### src/rtl/csr_pkg.sv
// Types and constants shared by the CAN segment reassembler modules.
// No dependencies.
`timescale 1ns / 1ps
`default_nettype none
package csr_pkg;

  localparam logic [2:0] TYPE_FIRST  = 3'h2;
  localparam logic [2:0] TYPE_CONSEC = 3'h3;
  localparam logic [3:0] MAX_FRAME_BYTES = 4'h8;

  localparam logic [7:0] MAX_MESSAGE_BYTES   = 8'd255;
  localparam logic [7:0] MIN_SEGMENTED_BYTES = 8'd9;

  localparam logic [1:0] STS_PROGRESS = 2'd0;
  localparam logic [1:0] STS_COMPLETE = 2'd1;
  localparam logic [1:0] STS_NOT_SEG  = 2'd2;
  localparam logic [1:0] STS_BAD_LEN  = 2'd3;

  typedef struct packed {
    logic [10:0] std_id;
    logic [17:0] ext_id;
    logic [3:0]  byte_count;
    logic [63:0] payload_data;
  } frame_t;

  typedef struct packed {
    logic [1:0]  status;
    logic        overflow;
    logic [4:0]  word_index;
    logic [63:0] data_word;
    logic        last;
    logic [7:0]  msg_id;
    logic [3:0]  source_node;
    logic [7:0]  total_length;
  } result_t;

  // controller -> datapath
  typedef struct packed {
    logic capture;
    logic decide;
    logic write_byte;
    logic start_read;
    logic read_word;
    logic emit_single;
    logic emit_word;
  } cmd_t;

  // datapath -> controller
  typedef struct packed {
    logic segment;
    logic cnt_zero;
    logic complete;
    logic last_word;
    logic out_free;
  } sts_t;

endpackage
`default_nettype wire

### src/rtl/can_segment_reassembler.sv
// Top level of the CAN segment reassembler: controller plus datapath.
// Depends on csr_pkg, csr_ctrl and csr_datapath.
//
//   channel  dir  payload            handshake
//   frame    in   csr_pkg::frame_t   frame_valid / frame_stall
//   result   out  csr_pkg::result_t  result_valid / result_stall
//
// One frame at a time: capture, then decode; a segment frame then stores its bytes
// one at a time (up to 8, one store write port) and passes a check state. A single
// result then loads into the result register. A completed message gives its words
// in turn (registered row read, then output load), up to 32.
// Reset (rst, synchronous) clears the message state; the store needs no clearing.
// A stalled result holds the sequencer until the result register frees.
`timescale 1ns / 1ps
`default_nettype none
module can_segment_reassembler (
  input  wire logic             clk,
  input  wire logic             rst,
  input  wire logic             frame_valid,
  output logic                  frame_stall,
  input  wire csr_pkg::frame_t  frame,
  output logic                  result_valid,
  input  wire logic             result_stall,
  output csr_pkg::result_t      result
);

  csr_pkg::cmd_t cmd;
  csr_pkg::sts_t sts;

  csr_ctrl u_ctrl (
    .clk         (clk),
    .rst         (rst),
    .frame_valid (frame_valid),
    .frame_stall (frame_stall),
    .sts         (sts),
    .cmd         (cmd)
  );

  csr_datapath u_datapath (
    .clk          (clk),
    .rst          (rst),
    .frame        (frame),
    .cmd          (cmd),
    .sts          (sts),
    .result_valid (result_valid),
    .result_stall (result_stall),
    .result       (result)
  );

endmodule
`default_nettype wire

### src/rtl/csr_ctrl.sv
// Sequencing controller for the CAN segment reassembler.
// Depends on csr_pkg (cmd_t, sts_t).
`timescale 1ns / 1ps
`default_nettype none
module csr_ctrl (
  input  wire logic          clk,
  input  wire logic          rst,
  input  wire logic          frame_valid,
  output logic               frame_stall,
  input  wire csr_pkg::sts_t sts,
  output csr_pkg::cmd_t      cmd
);

  localparam logic [2:0] S_IDLE   = 3'd0;
  localparam logic [2:0] S_DECIDE = 3'd1;
  localparam logic [2:0] S_WRITE  = 3'd2;
  localparam logic [2:0] S_CHECK  = 3'd3;
  localparam logic [2:0] S_SINGLE = 3'd4;
  localparam logic [2:0] S_READ   = 3'd5;
  localparam logic [2:0] S_EMIT   = 3'd6;

  logic [2:0] state, state_next;

  assign frame_stall = (state != S_IDLE);

  always_comb begin
    state_next = state;
    cmd = '0;
    unique case (state)
      S_IDLE: begin
        if (frame_valid) begin
          cmd.capture = 1'b1;
          state_next  = S_DECIDE;
        end
      end
      S_DECIDE: begin
        cmd.decide = 1'b1;
        state_next = sts.segment ? S_WRITE : S_SINGLE;
      end
      S_WRITE: begin
        if (sts.cnt_zero) begin
          state_next = S_CHECK;
        end else begin
          cmd.write_byte = 1'b1;
        end
      end
      S_CHECK: begin
        if (sts.complete) begin
          cmd.start_read = 1'b1;
          state_next     = S_READ;
        end else begin
          state_next = S_SINGLE;
        end
      end
      S_SINGLE: begin
        if (sts.out_free) begin
          cmd.emit_single = 1'b1;
          state_next      = S_IDLE;
        end
      end
      S_READ: begin
        cmd.read_word = 1'b1;
        state_next    = S_EMIT;
      end
      S_EMIT: begin
        if (sts.out_free) begin
          cmd.emit_word = 1'b1;
          state_next    = sts.last_word ? S_IDLE : S_READ;
        end
      end
      default: begin
        state_next = S_IDLE;
      end
    endcase
  end

  always_ff @(posedge clk) begin
    if (rst) begin
      state <= S_IDLE;
    end else begin
      state <= state_next;
    end
  end

endmodule
`default_nettype wire

### src/rtl/csr_datapath.sv
// Datapath of the CAN segment reassembler: frame register, message state,
// eight byte-lane stores and the result register. Depends on csr_pkg.
`timescale 1ns / 1ps
`default_nettype none
module csr_datapath (
  input  wire logic            clk,
  input  wire logic            rst,
  input  wire csr_pkg::frame_t frame,
  input  wire csr_pkg::cmd_t   cmd,
  output csr_pkg::sts_t        sts,
  output logic                 result_valid,
  input  wire logic            result_stall,
  output csr_pkg::result_t     result
);

  // captured frame; payload shifts down a byte per store write
  logic [10:0] f_std;
  logic [17:0] f_ext;
  logic [3:0]  f_count;
  logic [63:0] f_payload;

  // message state
  logic [7:0] expected_length;
  logic [7:0] received_count;
  logic [7:0] current_msg_id;
  logic [3:0] current_source;
  logic       done_flag;

  // per-request working registers
  logic [3:0] cnt;
  logic [4:0] word_k;
  logic [1:0] res_status;
  logic       res_ovf;

  // byte lane b holds message position 8*a + b at address a
  logic [7:0] lane_mem [8][32];
  logic [7:0] rdata [8];

  logic [2:0] ftype;
  logic [7:0] total;
  logic [3:0] n8;
  logic       is_first, is_consec, bad_total, no_msg;
  logic [7:0] room;
  logic [3:0] take;
  logic [4:0] last_k;
  logic [63:0] word_masked;
  logic       out_free;

  assign ftype     = f_std[2:0];
  assign total     = f_ext[7:0];
  assign n8        = (f_count > csr_pkg::MAX_FRAME_BYTES) ? csr_pkg::MAX_FRAME_BYTES : f_count;
  assign is_first  = (ftype == csr_pkg::TYPE_FIRST);
  assign is_consec = (ftype == csr_pkg::TYPE_CONSEC);
  assign bad_total = (total == 8'd0) || (total < csr_pkg::MIN_SEGMENTED_BYTES)
                     || (total > csr_pkg::MAX_MESSAGE_BYTES);
  assign no_msg    = (expected_length == 8'd0) || done_flag;

  always_comb begin
    if (is_first) begin
      room = total;
    end else if (expected_length > received_count) begin
      room = expected_length - received_count;
    end else begin
      room = 8'd0;
    end
    take = ({4'd0, n8} < room) ? n8 : room[3:0];
  end

  assign last_k   = 5'((expected_length - 8'd1) >> 3);
  assign out_free = !result_valid || !result_stall;

  always_comb begin
    for (int b = 0; b < 8; b++) begin
      if ({word_k, 3'(b)} < expected_length) begin
        word_masked[8*b +: 8] = rdata[b];
      end else begin
        word_masked[8*b +: 8] = 8'd0;
      end
    end
  end

  assign sts.segment   = (is_first && !bad_total) || (is_consec && !no_msg);
  assign sts.cnt_zero  = (cnt == 4'd0);
  assign sts.complete  = !(received_count < expected_length);
  assign sts.last_word = (word_k == last_k);
  assign sts.out_free  = out_free;

  // frame capture and working registers
  always_ff @(posedge clk) begin
    if (cmd.capture) begin
      f_std     <= frame.std_id;
      f_ext     <= frame.ext_id;
      f_count   <= frame.byte_count;
      f_payload <= frame.payload_data;
    end else if (cmd.write_byte) begin
      f_payload <= f_payload >> 8;
    end
    if (cmd.decide) begin
      if (is_first) begin
        res_status <= bad_total ? csr_pkg::STS_BAD_LEN : csr_pkg::STS_PROGRESS;
        res_ovf    <= bad_total ? 1'b0 : (take < n8);
      end else if (is_consec) begin
        res_status <= csr_pkg::STS_PROGRESS;
        res_ovf    <= no_msg ? (n8 != 4'd0) : (take < n8);
      end else begin
        res_status <= csr_pkg::STS_NOT_SEG;
        res_ovf    <= 1'b0;
      end
    end
  end

  // message state and counters
  always_ff @(posedge clk) begin
    if (rst) begin
      expected_length <= 8'd0;
      received_count  <= 8'd0;
      current_msg_id  <= 8'd0;
      current_source  <= 4'd0;
      done_flag       <= 1'b0;
      cnt             <= 4'd0;
      word_k          <= 5'd0;
    end else begin
      if (cmd.decide) begin
        cnt <= sts.segment ? take : 4'd0;
        if (is_first && !bad_total) begin
          expected_length <= total;
          received_count  <= 8'd0;
          current_msg_id  <= f_ext[15:8];
          current_source  <= f_std[6:3];
          done_flag       <= 1'b0;
        end
      end
      if (cmd.write_byte) begin
        received_count <= received_count + 8'd1;
        cnt            <= cnt - 4'd1;
      end
      if (cmd.start_read) begin
        done_flag <= 1'b1;
        word_k    <= 5'd0;
      end
      if (cmd.emit_word) begin
        word_k <= word_k + 5'd1;
      end
    end
  end

  // byte-lane stores: one byte written, one full row read per cycle
  always_ff @(posedge clk) begin
    if (cmd.write_byte) begin
      lane_mem[received_count[2:0]][received_count[7:3]] <= f_payload[7:0];
    end
    if (cmd.read_word) begin
      for (int b = 0; b < 8; b++) begin
        rdata[b] <= lane_mem[b][word_k];
      end
    end
  end

  // result register
  always_ff @(posedge clk) begin
    if (rst) begin
      result_valid <= 1'b0;
    end else if (cmd.emit_single || cmd.emit_word) begin
      result_valid <= 1'b1;
    end else if (!result_stall) begin
      result_valid <= 1'b0;
    end
  end

  always_ff @(posedge clk) begin
    if (cmd.emit_single || cmd.emit_word) begin
      result.overflow     <= res_ovf;
      result.msg_id       <= current_msg_id;
      result.source_node  <= current_source;
      result.total_length <= expected_length;
      if (cmd.emit_word) begin
        result.status     <= csr_pkg::STS_COMPLETE;
        result.word_index <= word_k;
        result.data_word  <= word_masked;
        result.last       <= sts.last_word;
      end else begin
        result.status     <= res_status;
        result.word_index <= 5'd0;
        result.data_word  <= 64'd0;
        result.last       <= 1'b1;
      end
    end
  end

endmodule
`default_nettype wire

### config.mk
export PLATFORM = sky130hd
export DESIGN_NAME = can_segment_reassembler
export DESIGN_NICKNAME = d
export VERILOG_FILES = /design/src/rtl/csr_pkg.sv /design/src/rtl/can_segment_reassembler.sv /design/src/rtl/csr_ctrl.sv /design/src/rtl/csr_datapath.sv
export SDC_FILE = /design/constraint.sdc
export NUM_CORES = 2
export LEC_CHECK = 0
export BUFFER_PORTS_ARGS = -buffer_cell sky130_fd_sc_hd__buf_2
export CORE_MARGIN = 2
export CORE_UTILIZATION = 62
export DETAILED_ROUTE_END_ITERATION = 10
export PLACE_DENSITY = 0.81
export SLEW_MARGIN = 10
export SYNTH_ARGS = -nofsm -noshare
export SYNTH_HDL_FRONTEND = slang
export SYNTH_SLANG_ARGS = --single-unit
export TNS_END_PERCENT = 30
### constraint.sdc
create_clock -name clk -period 6.7 [get_ports clk]
set_input_delay 0.335 -clock clk [delete_from_list [all_inputs] [get_ports clk]]
set_output_delay 0.335 -clock clk [all_outputs]
set_load 0.03 [all_outputs]
==> flow_summary.yaml <==
worst_setup_path:
  slowest_stage: "dfxtp_1"
  critPathRequiredTime_ns: 7.40
  rr_startpoint: "u_datapath.received_count[5]$_SDFFE_PP0P_"
  cp_common_cell: "a21oi_1"
  crit_chain: "inv_1 > ha_1 > a211o_1 > a21oi_1 > a211oi_2 > a32oi_1 > ha_1 > a21oi_1 > nand3b_1 > a211o_1 > o21ai_1 > a211oi_4 > nor2_1 > a21oi_1 > ha_1 > a21o_1 > a21oi_1 > nand2_1 > o22ai_1"
  endpoint_kind: "flip-flop"
  crit_type: "reg -> reg"
  max_stage_delay_ns: 0.52
  cp-start-kind: "flip-flop"
  path_buf_inv: 1
  crit_fanout: 9
  cp.arrival_ns: 5.64
  critPathTopFamily: "compound AO/OA/AOI/OAI gates"
  crit_start: "u_datapath.received_count[5]$_SDFFE_PP0P_"
timing:
  hold_viol_final: 0
  finalCritPeriodShare_pct: 73.8
  rsz0062_at_grt: "false"
  clock_skew_ns: 0.0351
  tightest_slew_ns: 1.35
  finalCriticalPeriod_ns: 4.94
  tns_ns: 0
  relSlewSlack_pct: 10.3
  finalSetupViolCount: 0
  drv_slew: 0
  fmax_mhz: 202
synth:
  synth_seq_cells: 2341
  ys.flop_type: "edfxtp_1"
  synth_top_cell_area_share_pct: 76.5
  netlist_top_cells_area: "edfxtp_1 (76%), mux4_2 (16%), mux2_2 (1.5%)"
  yosys_warnings: 0
  synth_area_per_cell_sq_um: 22.3
  synth_fp_nets: 4173
  synth-edff-count: 2299
  synth_area_sq_um: 90300
  synth_top_cell_by_area: "edfxtp_1"
  seq_area_frac_synth_pct: 77.4
  async_flop_share_pct: 0
  yosys.cell_types.count: 58
  postSynthCellCount: 4048
floorplanning:
  pin_count: 196
  dieHeight_microns: 386
  die_area_sq_um: 149000
  initial_core_util_pct: 62.3
  core_area_sq_um: 145000
  row_count: 140
  die_width_microns: 386
clock_tree:
  clk_latency_ns: 0.86
  clkTransAtPathRegs_ns: 0.06
  cts_resized: 0
  cts_buffers: 213
  postCtsSetupBuffers: 0
  htreeDepth: 4
  max-clock-path-buffers: 3
  cts_sinks: 2341
  cts_root_buf: "clkbuf_16"
  cts_tree: "done"
min_path:
  hold_path_startpoint: "frame_valid"
  hold_class: "in -> reg"
route:
  wire_per_inst_microns: 36.3
  wirelength_microns: 237000
  drc: 0
  ant_nets: 0
  first_iter_violations: 6843
  vias_per_cell: 7.07
  drtPass1Iterations: 10
  vias: 46100
status:
  status: "finished, final reports clean"
global_routing:
  grtUsageTotal_pct: 32.4
  grt_overflow: 0
  grt_start_max_net_pins: 256
  antenna_found_initial: 19
  first_global_vias: 46300
  grt_pass1_wl_microns: 338000
layout:
  layout-drive-gt1-share_pct: 29.4
  stdcell_area_sq_um: 101000
  area_delta_synth_final_pct: 12.2
  fin_nets: 4540
place:
  io_buffer_count: 189
  gp_routability_congestion: 0.836
  dp_hpwl_microns: 118000
  post_dp_cell_area_sq_um: 93500
power:
  ir_worst_vdd_mv: 0.282
  powerDensity_nw_per_um2: 299
  p_leak_nw: 30.9
job:
  drv_cap: 0
[synth_stat cells (all sizes together), types with 2 or more instances]
cell	n
a211o	3
a211oi	7
a21o	4
a21oi	53
a22oi	2
a311oi	2
a31o	2
a31oi	8
and2	66
and3	12
buf	65
clkbuf	143
dfxtp	42
edfxtp	2299
ha	23
inv	32
mux2	121
mux2i	3
mux4	640
nand2	99
nand2b	7
nand3	11
nand3b	4
nand4	3
nor2	316
nor2b	5
nor3	16
nor4	2
o21a	5
o21ai	13
o221ai	2
o22ai	4
o31ai	2
or2	3
or3	3
or3b	4
xnor2	4
xor2	8
[cell type report]
class,count,area (sq um)
clock buffer,261,5700
clock inverter,127,1110
tap,1917,2400
antenna,12,30.0
inverter,32,120
sequential,2341,69900
timing repair buffer,360,2680
multi-input combinational,1467,19400
fill,7674,43700
[per-layer routing]
layer / track usage (%) / vias up / share of wire, %
met5: 0 / - / 0.041
met4: 15.3 / 16 / 5.2
met3: 8.57 / 689 / 11
met2: 51.5 / 3693 / 49
met1: 42.3 / 24100 / 34
li1: - / 17600 / -
[where the power goes]
group | internal (mW) | switching, mW | leakage (nW)
clock network | 6.69 | 5.43 | 3.34
registers | 16.7 | 0.0720 | 21.1
logic | 0.288 | 1.05 | 6.46
[path summary, 6_finish.rpt]
check                                            to  cells after the start  slack (ns)
min          u_datapath.f_payload[59]$_SDFFCE_PN0P_                      2        0.12
max reg2reg            u_datapath.res_ovf$_DFFE_PP_                     19        1.76
max                    u_datapath.res_ovf$_DFFE_PP_                     19        1.76
min reg2reg         u_datapath.result[10]$_DFFE_PP_                      0        0.44
[what timing repair did]
action | 4_1_cts | 5_1_grt
endpoints found under the hold margin | 94 | 0
setup endpoints to repair | 0 | 0
hold buffers | 99 | 0
[logic make-up (layout without fill, tap and decap cells)]
logic type	Yosys count	count (layout)	synth area share, %
compound gates	113	113	0.779
xor+xnor	12	12	0.116
fa+ha+maj	24	24	0.341
buf+inv	240	780	1.18
flops	2341	2341	77.4
mux	764	764	17.5
other cells	0	12	0
simple gates	554	554	2.69
[through the flow]
| step | hold slack (ns) | utilization [%] | cells | worst slack (ns) | power (mW) |
|---|---|---|---|---|---|
| after floorplan | 0.400 | - | 4048 | 0.910 | 17.9 |
| after global placement | 0.406 | 64.4 | 6017 | 2.23 | 18.2 |
| after detailed placement | 0.417 | 64.4 | 6017 | 2.08 | 18.3 |
| after CTS | 0.0162 | 69.8 | 6504 | 1.93 | 30.2 |
| after global routing | 0.104 | 69.8 | 6506 | 1.57 | 30.8 |
| final | 0.117 | 69.8 | 6517 | 1.76 | 30.3 |
[layout by cell type, fill, tap and decap left out, drive strengths merged, types with 4 or more instances in the layout]
master / netlist / layout
a211oi: 7 / 7
a21o: 4 / 4
a21oi: 53 / 53
a31oi: 8 / 8
and2: 66 / 66
and3: 12 / 12
buf: 65 / 261
bufinv: 0 / 17
clkbuf: 143 / 261
clkinv: 0 / 93
clkinvlp: 0 / 9
dfxtp: 42 / 42
diode: 0 / 12
dlygate4sd3: 0 / 99
edfxtp: 2299 / 2299
ha: 23 / 23
inv: 32 / 40
mux2: 121 / 121
mux4: 640 / 640
nand2: 99 / 99
nand2b: 7 / 7
nand3: 11 / 11
nand3b: 4 / 4
nor2: 316 / 316
nor2b: 5 / 5
nor3: 16 / 16
o21a: 5 / 5
o21ai: 13 / 13
o22ai: 4 / 4
or3b: 4 / 4
xnor2: 4 / 4
xor2: 8 / 8
[sequential cells by signal, indices dropped and copies added, names as in the netlist, 5 cells and up]
signal	cells
u_datapath.result	93
u_datapath.lane_mem	2048
u_datapath.current_msg_id	8
u_datapath.f_payload	64
u_datapath.rdata	64
u_datapath.expected_length	8
u_datapath.word_k	5
u_datapath.f_ext	16
u_datapath.received_count	8
u_datapath.f_std	7
Note: power is estimated with default switching activity, not from simulation.
